--- src/hdl/ssd_delay.sv ---
// Delay line of N register ranks with a common clock enable.
module ssd_delay #(
	parameter int W = 8,
	parameter int N = 2
) (
	input  logic         clk,
	input  logic         en,
	input  logic [W-1:0] din,
	output logic [W-1:0] dout
);

	logic [W-1:0] tap_q [N];

	// Shift one rank per enabled cycle
	always_ff @(posedge clk) begin
		if (en) begin
			tap_q[0] <= din;
			for (int i = 1; i < N; i++) begin
				tap_q[i] <= tap_q[i-1];
			end
		end
	end

	assign dout = tap_q[N-1];

endmodule

--- config.mk ---
export PLATFORM = sky130hd
export DESIGN_NAME = ssd_delay
export DESIGN_NICKNAME = d
export VERILOG_FILES = /design/src/hdl/ssd_delay.sv
export SDC_FILE = /design/constraint.sdc
export NUM_CORES = 1
export LEC_CHECK = 0
export ABC_AREA = 1
export ABC_CLOCK_PERIOD_IN_PS = 900
export BUFFER_PORTS_ARGS = -buffer_cell sky130_fd_sc_hd__buf_2
export CORE_AREA = 2 2 39 41
export DETAILED_ROUTE_END_ITERATION = 10
export DIE_AREA = 0 0 41 43
export GPL_TIMING_DRIVEN = 0
export PLACE_DENSITY = 0.76
export SLEW_MARGIN = 0
export SYNTH_ARGS = -nofsm -noshare
export SYNTH_HDL_FRONTEND = slang
export SYNTH_SLANG_ARGS = --single-unit
--- constraint.sdc ---
create_clock -name clk -period 0.9 [get_ports clk]
set_clock_uncertainty 0.2 [all_clocks]
set_input_delay 0.09 -clock clk [delete_from_list [all_inputs] [get_ports clk]]
set_output_delay 0.09 -clock clk [all_outputs]
set_load 0.01 [all_outputs]
# Word-level counts from Yosys, hierarchy flattened
# Memory sizes are Yosys's and may differ from the RTL's.
# Index checks and enable logic that the tools add are counted.
classes:
  n_mux: 2
ops:
  columns: ["operator", "count"]
  rows:
  - ["2-to-1 mux 1 bit", 2]
word_totals:
  reg_bits: 0
  ramBits: 16
  input_bits: 10
  output_inout_bits: 8
  word_cells: 3
  n_memories: 1
mem_list:
  columns: ["memory", "depth", "word_bits", "rd", "rd_clocked_by_memory_dff", "wr", "line_no", "source"]
  rows:
  - ["tap_q", 2, 8, 2, 0, 2, "12", "logic [W-1:0] tap_q [N];"]

# Longest topological paths before layout
depth:
  ltp_word: 2
  depth_mapped: 1
  ltp_nobuf: 0

# Worst setup path after synthesis
# Ideal clock, no wire load.
synth_path:
  path_type: "reg-to-reg"
  from: "memory tap_q[0][2]"
  to: "memory tap_q[1][2], in the netlist tap_q[0][10] (data pin)"
  setup_ns: 0.266
  t_arrival_ns: 0.323
  required_ns: 0.434
  setup_slack_ns: 0.111
  stages_incl_launch_ff: 1
  path_buffers: 0
  synth_period_minus_slack_ns: 0.789
  cell_sequence: "edfxtp_1"
synth_rtl:
  columns: ["element", "line_no"]
  rows:
  - ["start: declaration", "12"]

==> impl_metrics.tcl <==
set metrics [dict create \
    critPathMaxFanout 1 \
    vdd_ir_drop_max_v 0.000818 \
    yosysWarningCount 0 \
    avgSynthCellArea_um2 22.5 \
    grt_pass1_wl_um 862 \
    grt_pass1_vias 233 \
    first_pass_iters 2 \
    core_area_um2 1380 \
    post_cts.repair.setup_buffers 0 \
    final_area_um2 733 \
    grt_max_degree 17 \
    cts.root.buffer_cell "clkbuf_4" \
    setup.worst_path.end_class "output pin" \
    rsz0062_at_grt "yes" \
    hold_viol_final 2 \
    gp_congestion 0.649 \
    drt_iter0_drc 2 \
    post-place-cells 57 \
    die_y_um 43 \
    clock_latency_ps 270 \
    path_buf_inv 1 \
    timing.final.ws_setup_ps -186 \
    nNetsFinal 54 \
    ys_ff_latch 16 \
    dr_total_vias 228 \
    antenna_found_initial 0 \
    grt_use_total_pct 8.45 \
    numCtsBuffers 3 \
    grt_overflow_total 0 \
    drc 0 \
    max_stage_delay_ps 390 \
    drt_wl_total_um 559 \
    status "complete, but fails checks" \
    drv_cap 0 \
    multiInputGateArea_um2 0 \
    maxSlewViolCount 0 \
    io_pins 18 \
    cp_slowest_cell "edfxtp_1" \
    synth_cells 24 \
    top_register "tap_q" \
    worst_ep_required_time_ps 610 \
    diodes 0 \
    period_share_pct 121 \
    setup_violations 12 \
    drive_above_1_share_pct 42.9 \
    start_util_pct 39.1 \
    multi_input_cells 0 \
    cts_hold_buf 8 \
    worstMarginPinSlew_ps 315 \
    violations "negative hold slack, negative setup slack" \
    path_cells "buf_6" \
    place_ws_ps -15.4 \
    clk_pin_slew_ps 80 \
    largest_reg_flops 16 \
    p_per_area_nw_per_um2 1830 \
    die_w_um 41 \
    ctsLongestPathBuffers 2 \
    syn2layout_area_growth_pct 35.6 \
    finalCriticalPeriod_ps 1090 \
    slew_headroom_pct 79.0 \
    final_antenna_net_count 0 \
    placementRows 14 \
    synthesis.area_um2 541 \
    hold_class "in2reg" \
    wl_per_cell_um 9.64 \
    holdWs_ps -27.2 \
    synthesis.nets 34 \
    synth_top_area_share_pct 88.9 \
    fmax_mhz 921 \
    startpoint_type "flip-flop" \
    path_delay_family "flip-flops" \
    ys_seq_area_share_pct 88.9 \
    crit_type "reg2out" \
    seqCellArea_um2 480 \
    synthDistinctLibCells 2 \
    reg_top3 "tap_q x16" \
    p_leak_nw 0.298 \
    cts_num_sinks 16 \
    die_area_um2 1760 \
    cp.arrival_ps 800 \
    n_fill_cell 114 \
    power_mw 1.34 \
    final_cells 58 \
    via_per_inst 3.93 \
    synth_area_leaders "edfxtp_1 (89%), buf_4 (11%)" \
    yosysTopAreaCell "edfxtp_1" \
    cts_tree "built" \
    cts_max_level 1 \
    placed_area_um2 646 \
    port_buffers 17 \
]
where the power goes:
part | leakage (nW) | internal [mW] | switching [mW]
sequential | 0.157 | 0.883 | 0.0165
combinational | 0.127 | 0.0756 | 0.0384
clock | 0.0138 | 0.155 | 0.176
total | 0.298 | 1.11 | 0.231
layout make-up:
| class | instances | share of cell area (%) |
|---|---|---|
| Clock buffer | 3 | 3.07 |
| Sequential cell | 16 | 65.5 |
| Tap cell | 16 | 2.73 |
| Timing Repair Buffer | 23 | 28.7 |
synthesized netlist by cell type:
library cell  count
buf_4             8
edfxtp_1         16
stage by stage:
| stage | util [%] | hold WS (ps) | setup TNS (ps) |
|---|---|---|---|
| after floorplan | - | -11.1 | 0 |
| after global placement | 46.7 | 67.7 | -120 |
| after detailed placement | 46.7 | 68.1 | -241 |
| after CTS | 53.3 | 15.4 | -1570 |
| after global routing | 53.0 | -20.7 | -1730 |
| final | 53.0 | -27.2 | -1400 |
layout by cell type, fill, tap and decap left out:
master / instances
buf_2: 7
buf_6: 8
clkbuf_4: 3
dlygate4sd3_1: 6
dlymetal6s4s_1: 2
edfxtp_1: 16
cell families after synthesis:
| logic type | share of synthesized area, % |
|---|---|
| buf+inv | 11.1 |
| flops | 88.9 |
path summary, 6_finish.rpt:
kind,startpoint,end,slack (ps),depth (start not counted)
setup reg to reg,tap_q[0][6],tap_q[0][14],80,0
setup / recovery,tap_q[0][12],dout[4],-190,1
hold reg to reg,tap_q[0][0],tap_q[0][8],220,0
hold / removal,din[5],tap_q[0][5],-30,2
routing by layer:
metal / wire (um) / up-vias / track usage [%]
met5: 0 / - / 0
li1: - / 116 / -
met4: 11 / 0 / 12.0
met2: 271 / 16 / 12.5
met1: 227 / 94 / 7.30
met3: 49 / 2 / 1.57
repair_timing:
item / CTS / global route
endpoints found under the hold margin: 8 / 2
setup endpoints to repair: 8 / 12
gates resized for setup: 8 / 2
(Power assumes the default switching activity.)
