--- config.mk ---
export PLATFORM = sky130hd
export DESIGN_NAME = ssd_sqrt
export DESIGN_NICKNAME = d
export VERILOG_FILES = /design/src/hdl/ssd_sqrt.sv
export SDC_FILE = /design/constraint.sdc
export NUM_CORES = 2
export LEC_CHECK = 0
export ABC_CLOCK_PERIOD_IN_PS = 3730
export BUFFER_PORTS_ARGS = -buffer_cell sky130_fd_sc_hd__buf_2
export CAP_MARGIN = 25
export CELL_PAD_IN_SITES_DETAIL_PLACEMENT = 1
export CELL_PAD_IN_SITES_GLOBAL_PLACEMENT = 1
export CORE_MARGIN = 5
export CORE_UTILIZATION = 53
export CTS_CLUSTER_DIAMETER = 120
export CTS_CLUSTER_SIZE = 8
export DETAILED_ROUTE_END_ITERATION = 10
export GPL_TIMING_DRIVEN = 0
export PLACE_DENSITY = 0.79
export SLEW_MARGIN = 20
export SYNTH_ARGS = -nofsm -noshare
export SYNTH_HDL_FRONTEND = slang
export SYNTH_SLANG_ARGS = --single-unit
--- constraint.sdc ---
create_clock -name clk -period 3.73 [get_ports clk]
set_input_delay 0.9325 -clock clk [delete_from_list [all_inputs] [get_ports clk]]
set_output_delay 0.9325 -clock clk [all_outputs]
set_load 0.1 [all_outputs]
--- src/hdl/ssd_sqrt.sv ---
// Pipelined integer square root, one result bit per stage.
module ssd_sqrt #(
	parameter int W = 24
) (
	input  logic           clk,
	input  logic           en,
	input  logic [2*W-1:0] v,
	output logic [W-1:0]   root
);

	localparam int RW = W + 3;

	logic [RW-1:0]  rem_s [W];
	logic [W-1:0]   root_s [W];
	logic [2*W-1:0] vr_s [W];

	logic [RW-1:0]  rem_i [W];
	logic [W-1:0]   root_i [W];
	logic [2*W-1:0] vr_i [W];

	for (genvar i = 0; i < W; i++) begin : g_stage
		logic [RW-1:0] cur, trial;
		logic          ge;

		if (i == 0) begin : g_first
			assign rem_i[i]  = '0;
			assign root_i[i] = '0;
			assign vr_i[i]   = v;
		end else begin : g_next
			assign rem_i[i]  = rem_s[i-1];
			assign root_i[i] = root_s[i-1];
			assign vr_i[i]   = vr_s[i-1];
		end

		// Bring down the next two bits and try the new root bit
		assign cur   = {rem_i[i][RW-3:0], vr_i[i][2*W-1:2*W-2]};
		assign trial = RW'({root_i[i], 2'b01});
		assign ge    = (cur >= trial);

		always_ff @(posedge clk) begin
			if (en) begin
				rem_s[i]  <= ge ? (cur - trial) : cur;
				root_s[i] <= {root_i[i][W-2:0], ge};
				vr_s[i]   <= {vr_i[i][2*W-3:0], 2'b00};
			end
		end
	end

	assign root = root_s[W-1];

endmodule

# Word-level counts from Yosys, hierarchy flattened
# Memory sizes are Yosys's and may differ from the RTL's.
# Cells that the tools add are included.
[word_totals]
register_bits = 0
mem_count = 3
out_inout_bits = 24
ram_bits = 2328
[op_classes]
mux = 26
magnitude_cmp = 24
add_sub_neg = 24
[mem_list]
columns = ["memory", "words", "word_bits", "rd", "rd_clocked_by_memory_dff", "wr", "line_no", "text"]
rows = [
  ["vr_s", 24, 46, 23, 0, 24, "15", "logic [2*W-1:0] vr_s [W];"],
  ["rem_s", 24, 27, 23, 0, 24, "13", "logic [RW-1:0] rem_s [W];"],
  ["root_s", 24, 24, 24, 0, 24, "14", "logic [W-1:0] root_s [W];"],
]
[op_table]
columns = ["cell", "count"]
rows = [
  ["$mux W27", 24],
  ["$ge A27 B26 Y1", 23],
  ["$sub A27 B26 Y27", 23],
  ["$sub A2 B1 Y3 const B", 1],
  ["$ge A2 B1 Y1 const B", 1],
  ["$mux W1", 2],
]

# Longest topological paths before layout
# An unclocked memory read counts as a cell.
[logic_depth]
ltp_word = 3
mapped_depth = 13
ltp_nobuf = 12

# Worst setup path after synthesis
# Ideal clock, no wire load.
[synth_path]
path_kind = "register to register"
from = "mem rem_s[1][108] (netlist name)"
to = "mem rem_s[1][156] (netlist name), data pin"
t_required_ns = 3.472
path_slack_ns = 0.569
arrival_ns = 2.904
stages_incl_launch_ff = 11
path_cell_list = "edfxtp_1 > ha_1 > o21ai_1 > a211oi_1 > a21o_1 > a21o_1 > a221o_1 > a41oi_2 > or4_1 > or4b_1 > xnor2_1"
[synth_lines]
columns = ["element", "line_no"]
rows = [
  ["start, declared", "13"],
]

==> results.txt <==
The area growth from synthesis to layout is 12.88%. The iteration count of the initial detailed-routing pass is 5. The number of nets with antenna violations after routing is 0. The minimum clock period after layout is 3.687 ns. The residual overflow from global routing came out at 0. The sum of routed wire length over all layers is 143600 um.

Synthesis inferred 1394 register bits. The floorplan step defined a die boundary enclosing roughly 0.13 sq mm. Dividing the synthesized area by the synthesized cell count gives 13.18 sq um. The number of standard cells in the final layout excluding fillers came out at 6794. Summing over every cut layer, the via total after detailed routing is 38.93k. The initial detailed-routing violation count came out at 2543. The transition time at the pin with the least slew margin is 0.8308 ns. The number of buffers inserted by hold repair at cts is 0. The core area came out at 0.1201 sq mm. The vertical die dimension came out at around 360 um.

STA classifies the critical path startpoint as a flip-flop. The peak clock frequency supported by timing came out at 271.2 MHz. Of all cell types, the one taking the most synthesized area is edfxtp_1. The most frequently used cell type in the post-synthesis netlist is edfxtp_1. The number of pins with negative max-slew slack in the final report came to 0.

The count of distinct cell types in the synthesized netlist is between 90 and 100. The clock drives 1394 sinks. The leakage component of the power is ~28 nW. TritonCTS built the clock tree. The detailed placer's ending HPWL is 100000 um. The antenna diode count is 0.

The critical path in this run is classified as flip-flop to flip-flop. The max-slew headroom at the worst pin is 0.4424. The cell area power density is slightly above 600 mW/mm^2. On the final layout, the worst clock skew is roughly 0.054 ns.

The number of cell rows is 127. The flow ran to the end, and the final reports show no timing, DRC or antenna violations. In the synthesized netlist, the number of instances is between 4k and 5k. The final design utilization came out at 0.6035. The mean number of vias per cell came out at 5.729. The layout cell share with drive strength beyond 1 came out at 0.09166. Entering global routing, the biggest net connects 140 pins.

The area share of the largest cell type after synthesis is 0.6518. The arrival time at the worst endpoint is 4.18 ns. The source-to-sink clock delay at the later pin of the worst-skew pair is roughly 0.8 ns. The number of clock buffers added by TritonCTS is 192. The clock slew at the register clock pins of the worst setup and hold paths came out at 0.05 ns. Total power for the finished layout comes to 44.03 mW.

The required time of the critical path came out at 4.23 ns. The global-route total usage across every layer is 0.2251. The net count of the mapped netlist is 5246. The number of nets in the layout came out at 5544. The worst-case IR drop observed on VDD is around 0.54 mV. The number of global-route vias before repair came out at 41.93k. The number of filler cells placed in the layout is between 10k and 15k.

The die extent in x came out at ~360 um. The number of buffer cells added on primary ports came out at 73. The sort of element at the end of the critical path is a flip-flop. Of the available clock period, the critical path in the final layout requires 0.9885. The maximum root-to-sink buffer count came out at 3.

The clock root buffer master is clkbuf_16. The number of ports placed on the die boundary came out at 74. Dividing the detail-routed wire length by the instance count gives 21.14 um.

The number of levels the H-tree was split into is 4. The final count of hold timing violations was 0. In the routed design, unresolved DRC markers number 0. The most used flip-flop cell after synthesis is edfxtp_1. Counting tap cells, the placed design contains a total of about 6.6k instances.

Max-cap violations in this run came to 0. The synthesis warning total came out at 0. The worst hold path belongs to the class input pin to flip-flop. The final setup violation count is 0.

By area the synthesized netlist is led by edfxtp_1 65%, ha_1 6.3%, xnor2_1 3.1%. The initial antenna violation count came to 2. Of the synthesized area, sequential elements account for 0.6518. The wire length of the first global-routing pass came out at 228700 um. In the synthesized netlist, the cells that appear most often are 1394 x edfxtp_1, 405 x inv_1, 349 x nand2_1.

In this run the worst path has a maximum fanout of 7. Setup repair after global routing could not meet its margin everywhere. Summing every instance area after synthesis gives between 0.06 and 0.07 sq mm. The proportion of register bits with asynchronous set or reset after synthesis is 0.

The initial core utilization is 0.5346. At the end of routability-driven placement, the weighted congestion stood at 0.8676. The number of enable flip-flop cells after synthesis came out at approximately 1.4k.
==> cell families (layout without fill, tap and decap cells) <==
kind of cell / after synthesis / after routing / synth area share
compound gates: 946 / 946 / 0.09087
xor+xnor: 432 / 432 / 0.05892
fa+ha+maj: 325 / 325 / 0.06332
buf+inv: 488 / 799 / 0.02915
flops: 1394 / 1394 / 0.6518
mux: 67 / 67 / 0.01159
other cells: 1 / 1 / 0.00005839
simple gates: 1218 / 1218 / 0.09430
==> final cells by class <==
class | count | area [sq um] | area share
clock inverter | 14 | 375.4 | 0.005178
multi-input combinational | 2989 | 20610 | 0.2843
inverter | 408 | 1535 | 0.02118
sequential | 1394 | 41860 | 0.5774
clock buffer | 193 | 4830 | 0.06662
timing repair buffer | 105 | 885.9 | 0.01222
tap | 1612 | 2017 | 0.02782
buffer | 79 | 382.9 | 0.005281
==> cell usage in the layout (no fill, tap or decap), types with 19 or more instances in the layout <==
cell type / n
o31ai_1: 30
nor2b_1: 55
nand2_1: 348
clkbuf_16: 194
mux2_2: 59
and2_1: 20
buf_4: 20
edfxtp_1: 1394
inv_1: 405
and3_1: 24
clkbuf_1: 44
or4_1: 24
a21o_1: 100
xnor2_1: 226
nand3_1: 74
buf_2: 77
nor2_1: 252
a31oi_1: 19
or2_2: 23
nor4_1: 52
o21a_1: 65
a21oi_1: 275
or3_1: 50
nand4_1: 53
nor3_1: 118
a211oi_1: 27
ha_1: 324
xor2_1: 206
nand2b_1: 56
o21ai_0: 277
==> power by group <==
group | internal, mW | switching, mW
clock | 9.12 | 6.30
combinational | 3.23 | 4.51
sequential | 19.7 | 1.20
==> flip-flops by register name, indices dropped and copies added, names as in the netlist <==
signal  count
vr_s      552
rem_s     542
root_s    300
==> per-layer routing <==
| metal | up-vias | track usage | routed length, um | share of wire |
|---|---|---|---|---|
| met2 | 731 | 0.4186 | 76910 | 0.54 |
| li1 | 18470 | - | - | - |
| met1 | 19460 | 0.2689 | 57400 | 0.40 |
| met5 | - | 0 | 0 | 0 |
| met4 | 0 | 0.07146 | 4226 | 0.029 |
| met3 | 261 | 0.03367 | 5072 | 0.035 |
==> metrics by stage <==
| stage | hold WS [ns] | cell area [sq um] | setup TNS (ns) | setup slack, ns |
|---|---|---|---|---|
| 3_5_place_dp | 0.4055 | 66910 | -255.10 | -1.117 |
| 3_3_place_gp | 0.4000 | 66600 | - | -19.36 |
| 5_1_grt | 0.2583 | 72500 | -0.4592 | -0.06969 |
| 2_1_floorplan | 0.4003 | 64220 | 0 | 0.5685 |
| 4_1_cts | 0.2447 | 72250 | 0 | 0.002702 |
| 6_report | 0.3079 | 72500 | 0 | 0.04285 |
==> what timing repair did <==
item / CTS / global route
gates resized for setup: 25 / 47
pin swaps: 0 / 4
setup endpoints to repair: 318 / 259
gates cloned: 2 / 1
setup buffers: 0 / 17
==> final timing paths <==
path	startpoint	end	slack [ns]	cells after the start
max	rem_s[1][108]	rem_s[1][156]	0.04	10
min	v[27]	vr_s[0][27]	0.31	1
max reg2reg	rem_s[1][108]	rem_s[1][156]	0.04	10
min reg2reg	vr_s[0][60]	vr_s[0][108]	0.40	0
==> worst max-delay path: stages, from the launching register on <==
cell and delay [ns]:
edfxtp_1 0.42, ha_2 0.41, o21ai_1 0.14, a211oi_2 0.33
a21o_1 0.20, a21o_1 0.18, a221o_1 0.29, a41oi_2 0.25
or4_1 0.49, or4b_1 0.54, xnor2_1 0.15
Power figures use the tool's default switching activity.
